## src/hdl/rbmf_pkg.sv

```systemverilog
// Shared constants, controller/datapath interface types and small helper
// functions for the RGB box mean filter.
// No dependencies.
package rbmf_pkg;

  localparam int MAX_LINE   = 2048;
  localparam int MAX_RADIUS = 7;
  localparam int RING_ROWS  = 2 * MAX_RADIUS + 1;
  localparam int MEM_DEPTH  = RING_ROWS * MAX_LINE;
  localparam int COL_W      = 11;
  localparam int ROW_W      = 14;
  localparam int ADDR_W     = 15;
  localparam int SUM_W      = 16;

  // Configuration register indexes.
  localparam logic [1:0] REG_WIDTH  = 2'd0;
  localparam logic [1:0] REG_HEIGHT = 2'd1;
  localparam logic [1:0] REG_RADIUS = 2'd2;

  // Commands from the controller to the datapath.
  typedef struct packed {
    logic capture;
    logic check;
    logic start_win;
    logic acc;
    logic div_load;
    logic div_step;
    logic finish;
    logic adv_in;
  } cmd_t;

  // Status from the datapath to the controller.
  typedef struct packed {
    logic item_ok;
    logic out_ready;
    logic tap_last;
    logic div_last;
    logic out_busy;
    logic res_last;
  } stat_t;

  // Row modulo the ring depth of fifteen, by summing hex digits.
  function automatic logic [3:0] mod15(input logic [12:0] v);
    logic [5:0] s;
    s = {2'b0, v[3:0]} + {2'b0, v[7:4]} + {2'b0, v[11:8]} + {5'b0, v[12]};
    if (s >= 6'd30) s = s - 6'd30;
    if (s >= 6'd15) s = s - 6'd15;
    return s[3:0];
  endfunction

  // True when the window of output (oc, orow) is complete given the input position.
  function automatic logic win_ready(input logic [ROW_W-1:0] orow,
                                     input logic [COL_W-1:0] oc,
                                     input logic [ROW_W-1:0] ir,
                                     input logic [COL_W-1:0] ic,
                                     input logic [2:0] r,
                                     input logic [COL_W-1:0] wm1);
    logic [ROW_W:0] nr;
    logic [COL_W:0] nc;
    nr = {1'b0, orow} + {12'b0, r};
    nc = {1'b0, oc} + {9'b0, r};
    if (nc > {1'b0, wm1}) nc = {1'b0, wm1};
    return (nr < {1'b0, ir}) || ((nr == {1'b0, ir}) && (nc <= {1'b0, ic}));
  endfunction

endpackage

```

## src/hdl/rbmf_ctrl.sv

```systemverilog
// Controller state machine of the box mean filter: sequences item check,
// window accumulation, division and result hand-off. Depends on rbmf_pkg.
module rbmf_ctrl (
  input  logic            clk,
  input  logic            rst,
  input  logic            in_valid,
  output logic            in_stall,
  input  rbmf_pkg::stat_t stat,
  output rbmf_pkg::cmd_t  cmd
);
  import rbmf_pkg::*;

  localparam logic [2:0] ST_IDLE  = 3'd0;
  localparam logic [2:0] ST_CHK   = 3'd1;
  localparam logic [2:0] ST_EVAL  = 3'd2;
  localparam logic [2:0] ST_RADDR = 3'd3;
  localparam logic [2:0] ST_RACC  = 3'd4;
  localparam logic [2:0] ST_DLOAD = 3'd5;
  localparam logic [2:0] ST_DIV   = 3'd6;
  localparam logic [2:0] ST_FIN   = 3'd7;

  logic [2:0] state, state_next;

  assign in_stall = (state != ST_IDLE);

  // Next state and command decode.
  always_comb begin
    state_next = state;
    cmd        = '0;
    unique case (state)
      ST_IDLE: begin
        if (in_valid) begin
          cmd.capture = 1'b1;
          state_next  = ST_CHK;
        end
      end
      ST_CHK: begin
        cmd.check  = 1'b1;
        state_next = stat.item_ok ? ST_EVAL : ST_IDLE;
      end
      ST_EVAL: begin
        if (stat.out_ready) begin
          cmd.start_win = 1'b1;
          state_next    = ST_RADDR;
        end else begin
          cmd.adv_in = 1'b1;
          state_next = ST_IDLE;
        end
      end
      ST_RADDR: state_next = ST_RACC;
      ST_RACC: begin
        cmd.acc    = 1'b1;
        state_next = stat.tap_last ? ST_DLOAD : ST_RADDR;
      end
      ST_DLOAD: begin
        cmd.div_load = 1'b1;
        state_next   = ST_DIV;
      end
      ST_DIV: begin
        cmd.div_step = 1'b1;
        if (stat.div_last) state_next = ST_FIN;
      end
      ST_FIN: begin
        if (!stat.out_busy) begin
          cmd.finish = 1'b1;
          state_next = stat.res_last ? ST_IDLE : ST_EVAL;
        end
      end
      default: state_next = ST_IDLE;
    endcase
  end

  always_ff @(posedge clk) begin
    if (rst) begin
      state <= ST_IDLE;
    end else begin
      state <= state_next;
    end
  end

endmodule

```

## config.mk

```make
export PLATFORM = sky130hd
export DESIGN_NAME = rbmf_ctrl
export DESIGN_NICKNAME = d
export VERILOG_FILES = /design/src/hdl/rbmf_pkg.sv /design/src/hdl/rbmf_ctrl.sv
export SDC_FILE = /design/constraint.sdc
export NUM_CORES = 1
export LEC_CHECK = 0
export ABC_AREA = 1
export BUFFER_PORTS_ARGS = -buffer_cell sky130_fd_sc_hd__buf_4
export CAP_MARGIN = 10
export CORE_AREA = 4 4 41 43
export CTS_CLUSTER_SIZE = 14
export DETAILED_ROUTE_END_ITERATION = 10
export DIE_AREA = 0 0 45 47
export SYNTH_ARGS = -nofsm -noshare
export SYNTH_HDL_FRONTEND = slang
export SYNTH_SLANG_ARGS = --single-unit
```

## constraint.sdc

```tcl
create_clock -name clk -period 1.1 [get_ports clk]
set_input_delay 0.055 -clock clk [delete_from_list [all_inputs] [get_ports clk]]
set_output_delay 0.055 -clock clk [all_outputs]
set_load 0.01 [all_outputs]
```

After elaboration in Yosys (flattened, before gate mapping)
Index checks and enable logic that the tools add are counted.
{"block": "classes", "n_addsub": 0, "mul": 0, "div": 0, "magnitude_cmp": 0, "n_eq_ne": 10, "shift": 0, "mux": 20, "bitwise": 0, "n_reduce_logical": 3}
{"cell": "case mux 3 bit (8 select lines)", "count": 1}
{"cell": "equality test 3 bit, second input constant", "count": 4}
{"cell": "2-to-1 mux 1 bit", "count": 12}
{"cell": "2-to-1 mux 3 bit", "count": 4}
{"cell": "equality test 3 x 2 -> 1 bit, second input constant", "count": 2}
{"cell": "2-to-1 mux 2 bit", "count": 3}
{"cell": "!= test 2 bit, second input constant", "count": 3}
{"cell": "equality test 3 x 1 -> 1 bit, second input constant", "count": 1}
{"cell": "logical NOT 3 bit", "count": 1}
{"cell": "AND reduction 3 bit", "count": 1}
{"cell": "nonzero test 3 bit", "count": 1}
{"block": "totals", "reg_bits": 3, "latchBits": 0, "mem_bits_rw": 0, "mem_bits_ro": 0, "inputBits": 9, "output_inout_bits": 9, "memories": 0}

Depth between registers and ports, before layout
Gate-level depths: netlist of the first run.
{"block": "logic_depth", "depth_word": 3, "depth_mapped": 9}

Worst setup path after synthesis of the first run
Ideal clock, no wire load.
{"block": "synth_timing", "kind": "flip-flop to flip-flop", "from": "register state[2]", "to": "register state[0]", "arrival_ns": 0.973, "path_slack_ns": -0.008, "path_stages_with_launch": 6, "n_path_buf": 1, "synth_period_minus_slack_ns": 1.108, "cell_sequence": "dfxtp_1 -> buf_6 -> inv_4 -> nand2_2 -> nor3_1 -> nor3_2"}
{"block": "synth_via", "elab_chain_len": 3, "elab_cells_between_ends": 13, "classes_between": "10 x eq/ne; 1 x mux; 2 x reduce/logical"}
{"item": "from (decl)", "line": "rbmf_ctrl.sv:22", "text": "logic [2:0] state, state_next;"}
{"item": "from (signal assigned)", "line": "rbmf_ctrl.sv:77", "text": "state <= state_next;"}
{"item": "equality test 3 bit / logical NOT 3 bit (equally long branches)", "line": "rbmf_ctrl.sv:30", "text": "unique case (state)"}
{"item": "!= test 2 bit (no line)"}
{"item": "AND reduction 3 bit (no line)"}
Parallel ways exist; a longest one is shown, timed or not.
A chain may end at the register's enable or synchronous reset.

==> metrics.txt, run 1 <==
# TYPE chip_impl_metric gauge
chip_impl_info{name="largestRegisters",value="state (3)"} 1
chip_impl_metric{name="proportion_of_layout_cells_with_a_drive_suffix_above_1",unit="%"} 65.22
chip_impl_metric{name="syn_area_per_cell",unit="sq um"} 6.426
chip_impl_metric{name="num_antenna_cells",unit=""} 0
chip_impl_metric{name="postLayoutCellArea",unit="sq um"} 735.7
chip_impl_metric{name="synth_area",unit="sq um"} 379.1
chip_impl_metric{name="die_wd",unit="um"} 45
chip_impl_metric{name="finalHoldViolCount",unit=""} 0
chip_impl_metric{name="grt_pass1_wl",unit="um"} 1497
chip_impl_metric{name="routed_via_density",unit=""} 4.252
chip_impl_metric{name="clock_tree.buffer_depth",unit=""} 2
chip_impl_metric{name="grt_overflow",unit=""} 0
chip_impl_metric{name="placeable_core_region",unit="sq mm"} 0.001301
chip_impl_info{name="maxUsedRoutingLayer",value="met4"} 1
chip_impl_metric{name="io-pin-count",unit=""} 18
chip_impl_metric{name="crit_path_time_final",unit="ns"} 1.175
chip_impl_metric{name="worst_ir_drop_vdd",unit="mV"} 0.2713
chip_impl_metric{name="hold_ws",unit="ns"} 0.1916
chip_impl_metric{name="first_iter_violations",unit=""} 3
chip_impl_info{name="outcome",value="finished, violations left"} 1
chip_impl_metric{name="cts.reportedPaths.clkPinSlew",unit="ns"} 0.04
chip_impl_metric{name="buffer_ports.inserted",unit=""} 17
chip_impl_metric{name="gp_congestion",unit=""} 0.8497
chip_impl_metric{name="synth_cells",unit=""} 59
chip_impl_info{name="rsz_0062_raised_after_global_routing",value="true"} 1
chip_impl_metric{name="routed-via-count",unit=""} 455
chip_impl_metric{name="cts-buffers-inserted",unit=""} 3
chip_impl_metric{name="grt_antenna_before_repair",unit=""} 0
chip_impl_metric{name="clock_sinks",unit=""} 3
chip_impl_metric{name="fp.dieArea",unit="sq mm"} 0.002115
chip_impl_info{name="worst_hold_path_type",value="input port to flip-flop"} 1
chip_impl_metric{name="finalClockSkew",unit="ns"} 0.007501
chip_impl_metric{name="max_transition_viols_final",unit=""} 0
chip_impl_info{name="critical_path.endpoint_type",value="primary output"} 1
chip_impl_info{name="registers.top_by_ff_count",value="state"} 1
chip_impl_metric{name="grt_max_degree",unit=""} 9
chip_impl_info{name="cts_tree",value="done"} 1
chip_impl_metric{name="postLayoutSetupSlackWorst",unit="ns"} -0.07522
chip_impl_metric{name="fin_util",unit="%"} 56.54
chip_impl_metric{name="min_period_over_period",unit="%"} 106.8
chip_impl_metric{name="worst_slew_pin_slew",unit="ns"} 0.1733
chip_impl_metric{name="firstDrtPassIters",unit=""} 3
chip_impl_metric{name="synthDominantCellAreaShare",unit="%"} 15.84
chip_impl_metric{name="timing.critical_path.arrival",unit="ns"} 1.12
chip_impl_metric{name="syn_nets",unit=""} 68
chip_impl_metric{name="grt_pass1_vias",unit=""} 375
chip_impl_metric{name="htreeDepth",unit=""} 1
chip_impl_metric{name="rrSetupSlack",unit="ns"} -0.02
chip_impl_info{name="cell_at_the_root_of_the_clock_tree",value="clkbuf_4"} 1
chip_impl_metric{name="antenna_violating_nets_post_route",unit=""} 0
chip_impl_metric{name="met3_length",unit="um"} 86
chip_impl_info{name="critical_path.startpoint_type",value="flip-flop"} 1
chip_impl_metric{name="ys_seq_elements",unit=""} 3
chip_impl_metric{name="leakage",unit="nW"} 0.3807
chip_impl_metric{name="synth.lib_cells_used.distinct",unit=""} 19
chip_impl_metric{name="totalPowerFinal",unit="mW"} 0.5159
chip_impl_info{name="layout_common_cells",value="buf_4 (22), nand2_1 (11), inv_1 (9), buf_6 (9), nor2_1 (6)"} 1
chip_impl_info{name="netlist.top_cell.by_area",value="dfxtp_1"} 1
chip_impl_metric{name="layout.nets",unit=""} 102
chip_impl_info{name="synth_area_leaders",value="dfxtp_1 (16%), nand2_1 (12%), inv_1 (8.9%), buf_6 (8.9%), nor2_1 (7.9%)"} 1
chip_impl_info{name="criticalPathCategory",value="flip-flop to primary output"} 1
chip_impl_metric{name="dpl_hpwl",unit="um"} 735.5
chip_impl_info{name="min-delay-start",value="stat[2]"} 1
chip_impl_metric{name="timing.max_slew.rel_slack",unit="%"} 88.40
chip_impl_metric{name="area_delta_synth_final",unit="%"} 94.06
chip_impl_metric{name="die_ht",unit="um"} 47
chip_impl_metric{name="worst-endpoint-required",unit="ns"} 1.04
chip_impl_info{name="most_common_cell_after_layout_fill_and_taps_aside",value="buf_4"} 1
chip_impl_metric{name="setup_viol_count_final",unit=""} 8
chip_impl_info{name="cp-startpoint",value="state[0]$_SDFFE_PP0P_"} 1
chip_impl_metric{name="dp_slack",unit="ns"} -0.07395
chip_impl_metric{name="drcViolationCount",unit=""} 0
chip_impl_metric{name="initial_core_util",unit="%"} 29.13
chip_impl_metric{name="yosys_warnings",unit=""} 0
chip_impl_info{name="worstHoldEndpoint",value="state[1]$_SDFFE_PP0P_"} 1
chip_impl_metric{name="grtUsageTotal",unit="%"} 10.35
chip_impl_metric{name="worstHoldPathCells",unit=""} 4
chip_impl_metric{name="worstRegToRegCells",unit=""} 8
chip_impl_metric{name="max_freq",unit="MHz"} 850.9
chip_impl_metric{name="pwr_density_cell",unit="mW/mm^2"} 701.3
chip_impl_metric{name="number_of_max_cap_violations",unit=""} 0
chip_impl_metric{name="worstPathMaxFanout",unit=""} 8
chip_impl_metric{name="clock_insertion_delay_worst_skew",unit="ns"} 0.25
chip_impl_metric{name="place_area",unit="sq um"} 584.3
chip_impl_metric{name="synth_seq_area_share",unit="%"} 15.84
chip_impl_metric{name="largest_reg_flops",unit=""} 3
chip_impl_metric{name="place.detailed.instances",unit=""} 98
chip_impl_metric{name="instances_no_fill",unit=""} 107
chip_impl_metric{name="timing.setup.tns",unit="ns"} -0.3740
chip_impl_metric{name="rows",unit=""} 13
chip_impl_metric{name="wl_on_met1",unit="um"} 396
chip_impl_info{name="r2r_end",value="state[1]$_SDFFE_PP0P_"} 1
chip_impl_info{name="regToRegStartpoint",value="state[1]$_SDFFE_PP0P_"} 1
chip_impl_metric{name="met2_wirelength",unit="um"} 592
chip_impl_metric{name="routed_wirelength",unit="um"} 1098
chip_impl_info{name="failed_checks",value="setup timing"} 1
chip_impl_metric{name="wl_per_cell",unit="um"} 10.26
-- worst max path at each step --
stage / to / cells after the start / slack (ns)
2_1_floorplan: state[0]$_SDFFE_PP0P_ / 7 / 0.08
3_3_place_gp: state[1]$_SDFFE_PP0P_ / 7 / -0.07
3_5_place_dp: state[1]$_SDFFE_PP0P_ / 7 / -0.07
4_1_cts: cmd[0] / 5 / -0.11
5_1_grt: state[1]$_SDFFE_PP0P_ / 9 / -0.11
6_report: cmd[0] / 3 / -0.08
-- where the power goes --
group	internal (mW)	total [mW]	switching (mW)	leakage [nW]
Sequential	0.114	0.135	0.0211	0.0264
Combinational	0.0914	0.173	0.0815	0.339
Clock	0.137	0.208	0.0708	0.0150
-- Yosys cell counts, drive strengths merged --
cell	count
nand2	14
nand4	1
inv	13
dfxtp	3
nor2	13
nor3	2
buf	3
nand3	7
a21oi	3
-- layer usage --
layer	track usage [%]	vias to the layer above
li1	-	243
met1	12.27	191
met2	15.82	18
met3	2.299	3
met4	8.772	0
met5	0	-
-- critical path, cell delays in order (launching register included) --
cell and delay, ns:
dfxtp_4 0.39, buf_4 0.15, nor3_4 0.20, buf_6 0.13
-- layout make-up --
class                      count  area [sq um]
clock buffer                   4         26.28
sequential                     3         68.82
timing repair buffer          32         276.5
inverter                      13         63.81
multi-input combinational     40         281.5
fill                         129         565.5
tap                           15         18.77
-- kinds of logic (layout without fill, tap and decap cells) --
| kind of cell | count (synthesis) | count (layout) | synth area share, % |
|---|---|---|---|
| buffers and inverters | 16 | 49 | 24.42 |
| DFF | 3 | 3 | 15.84 |
| and+or+nand+nor | 37 | 37 | 54.79 |
| AOI/OAI and AO/OA | 3 | 3 | 4.951 |
-- repair_timing --
item,in CTS,in global routing
endpoints found under the setup margin,12,10
setup buffers,3,2
hold endpoints to repair,3,0
hold buffers,1,0
resized for setup,15,12
pin swaps,4,5
No activity file was read; power rests on OpenSTA's default activity.
==> run 2: changes to the inputs <==
--- a/config.mk
+++ b/config.mk
@@ -9,6 +9,7 @@
 export BUFFER_PORTS_ARGS = -buffer_cell sky130_fd_sc_hd__buf_4
 export CAP_MARGIN = 10
 export CORE_AREA = 4 4 41 43
+export CTS_BUF_LIST = sky130_fd_sc_hd__clkbuf_8 sky130_fd_sc_hd__clkbuf_16
 export CTS_CLUSTER_SIZE = 14
 export DETAILED_ROUTE_END_ITERATION = 10
 export DIE_AREA = 0 0 45 47
==> run 2 against run 1 <==
  * The flow still finishes with violations (setup timing)
  * Via count increased by 1.5%
  * Critical path depth increased by 1
  * Sequential cell count unchanged
  * Clock skew decreased by 0.00098 ns
  * Maximum frequency increased by 3.6%
  * Clock power increased by 55%
  * Register-to-register slack improved by 0.02 ns
  * Combinational power increased by 5%
  * Non-clock buffer count decreased by 2
  * First-iteration DRC count increased by 130%
  * Hold slack improved by 0.037 ns
  * Final cell count decreased by 1.9%
  * Largest cell class unchanged
==> metrics.txt, run 2 (synthesized netlist as in run 1, its figures left out) <==
# TYPE chip_impl_metric gauge
chip_impl_metric{name="grtUsageTotal",unit="%"} 10.35
chip_impl_metric{name="grt_overflow",unit=""} 0
chip_impl_metric{name="routed-via-count",unit=""} 462
chip_impl_metric{name="routed_via_density",unit=""} 4.400
chip_impl_metric{name="leakage",unit="nW"} 0.3838
chip_impl_metric{name="multiInputGateArea",unit="sq um"} 294.0
chip_impl_metric{name="initial_core_util",unit="%"} 29.13
chip_impl_info{name="cell_at_the_root_of_the_clock_tree",value="clkbuf_8"} 1
chip_impl_metric{name="routed_wirelength",unit="um"} 1105
chip_impl_metric{name="crit_path_time_final",unit="ns"} 1.134
chip_impl_info{name="criticalPathCategory",value="flip-flop to primary output"} 1
chip_impl_info{name="registers.top_by_ff_count",value="state"} 1
chip_impl_metric{name="gp_congestion",unit=""} 0.8497
chip_impl_metric{name="grt_pass1_wl",unit="um"} 1462
chip_impl_info{name="layout_common_cells",value="buf_4 (20), inv_1 (10), nand2_1 (10), buf_6 (9), nor2_1 (6)"} 1
chip_impl_metric{name="clock_tree.buffer_depth",unit=""} 2
chip_impl_info{name="worst_hold_path_type",value="input port to flip-flop"} 1
chip_impl_info{name="critical_path.endpoint_type",value="primary output"} 1
chip_impl_info{name="largestRegisters",value="state (3)"} 1
chip_impl_metric{name="worstRegToRegCells",unit=""} 8
chip_impl_metric{name="grt_pass1_vias",unit=""} 364
chip_impl_metric{name="io-pin-count",unit=""} 18
chip_impl_metric{name="rrSetupSlack",unit="ns"} 0
chip_impl_metric{name="rows",unit=""} 13
chip_impl_metric{name="layout.nets",unit=""} 100
chip_impl_metric{name="clock_sinks",unit=""} 3
chip_impl_metric{name="grt_antenna_before_repair",unit=""} 0
chip_impl_info{name="outcome",value="finished, violations left"} 1
chip_impl_metric{name="finalClockSkew",unit="ns"} 0.006518
chip_impl_metric{name="postLayoutSetupSlackWorst",unit="ns"} -0.03431
chip_impl_metric{name="worst-endpoint-required",unit="ns"} 1.04
chip_impl_metric{name="placeable_core_region",unit="sq mm"} 0.001301
chip_impl_metric{name="dp_slack",unit="ns"} -0.07395
chip_impl_metric{name="max_freq",unit="MHz"} 881.6
chip_impl_metric{name="fillers",unit=""} 128
chip_impl_metric{name="place_area",unit="sq um"} 584.3
chip_impl_metric{name="number_of_max_cap_violations",unit=""} 0
chip_impl_metric{name="firstDrtPassIters",unit=""} 4
chip_impl_metric{name="die_ht",unit="um"} 47
chip_impl_metric{name="worstPathMaxFanout",unit=""} 8
chip_impl_info{name="most_common_cell_after_layout_fill_and_taps_aside",value="buf_4"} 1
chip_impl_metric{name="seq_area",unit="sq um"} 68.82
chip_impl_metric{name="pwr_density_cell",unit="mW/mm^2"} 853.1
chip_impl_metric{name="timing.max_slew.rel_slack",unit="%"} 87.96
chip_impl_metric{name="cts-buffers-inserted",unit=""} 3
chip_impl_metric{name="setup_viol_count_final",unit=""} 7
chip_impl_metric{name="fp.dieArea",unit="sq mm"} 0.002115
chip_impl_metric{name="postLayoutCellArea",unit="sq um"} 752.0
chip_impl_metric{name="wl_per_cell",unit="um"} 10.52
chip_impl_metric{name="max_transition_viols_final",unit=""} 0
chip_impl_metric{name="drcViolationCount",unit=""} 0
chip_impl_info{name="rsz_0062_raised_after_global_routing",value="true"} 1
chip_impl_metric{name="first_iter_violations",unit=""} 7
chip_impl_metric{name="cts.reportedPaths.clkPinSlew",unit="ns"} 0.03
chip_impl_metric{name="min_period_over_period",unit="%"} 103.1
chip_impl_metric{name="worstHoldPathCells",unit=""} 4
chip_impl_metric{name="fin_util",unit="%"} 57.79
chip_impl_metric{name="largest_reg_flops",unit=""} 3
chip_impl_metric{name="area_delta_synth_final",unit="%"} 98.35
chip_impl_metric{name="antenna_violating_nets_post_route",unit=""} 0
chip_impl_metric{name="worst_ir_drop_vdd",unit="mV"} 0.4053
chip_impl_metric{name="htreeDepth",unit=""} 1
chip_impl_metric{name="finalHoldViolCount",unit=""} 0
chip_impl_info{name="critical_path.startpoint_type",value="flip-flop"} 1
chip_impl_metric{name="timing.critical_path.arrival",unit="ns"} 1.08
chip_impl_metric{name="buffer_ports.inserted",unit=""} 17
chip_impl_metric{name="totalPowerFinal",unit="mW"} 0.6415
chip_impl_metric{name="hold_ws",unit="ns"} 0.2285
chip_impl_metric{name="dpl_hpwl",unit="um"} 735.5
chip_impl_metric{name="clock_insertion_delay_worst_skew",unit="ns"} 0.22
chip_impl_metric{name="worst_slew_pin_slew",unit="ns"} 0.1800
chip_impl_metric{name="proportion_of_layout_cells_with_a_drive_suffix_above_1",unit="%"} 66.67
chip_impl_info{name="cts_tree",value="done"} 1
chip_impl_metric{name="grt_max_degree",unit=""} 9
chip_impl_info{name="failed_checks",value="setup timing"} 1
chip_impl_metric{name="die_wd",unit="um"} 45
chip_impl_metric{name="num_antenna_cells",unit=""} 0
## run 2: repair_timing
action / in CTS / in global routing
gates resized for setup: 13 / 17
hold buffers: 1 / 0
pin swaps: 3 / 6
buffers inserted: 2 / 2
endpoints found under the setup margin: 12 / 9
hold endpoints to repair: 1 / 0
## run 2: final timing paths
path                                end                  start
setup / recovery                 cmd[7]  state[1]$_SDFFE_PP0P_
hold / removal    state[1]$_SDFFE_PP0P_                stat[2]
setup reg to reg  state[1]$_SDFFE_PP0P_  state[1]$_SDFFE_PP0P_
hold reg to reg   state[2]$_SDFFE_PP0P_  state[1]$_SDFFE_PP0P_
## run 2: worst max-delay path, cell delays in order (launching register included)
cell,delay (ns)
dfxtp_4,0.39
nor2_4,0.17
nand2_2,0.08
nor2_2,0.10
buf_4,0.12
## run 2: routing by layer
metal,track usage [%],vias up,routed length [um]
li1,-,241,-
met1,12.05,200,398
met2,15.25,18,593
met3,3.448,3,90
met4,8.772,0,23
met5,0,-,0
## run 2: where the power goes
part	leakage, nW	switching, mW	total (mW)	internal, mW
clock network	0.0269	0.0841	0.323	0.238
registers	0.0264	0.0221	0.137	0.115
logic	0.331	0.0853	0.182	0.0969
## run 2: layout make-up
cell class,instances,area share (%)
Sequential cell,3,9.151
Timing Repair Buffer,30,34.78
Multi-Input combinational cell,40,39.10
Clock buffer,3,5.491
Inverter,13,8.486
Tap cell,15,2.496
Clock inverter,1,0.4992
## run 2: metrics by stage
step           TNS [ns]  std cells
4_1_cts         -0.3840        104
3_3_place_gp    -0.1438         98
6_report        -0.1492        105
5_1_grt         -0.5119        105
2_1_floorplan         0         59
3_5_place_dp    -0.1678         98
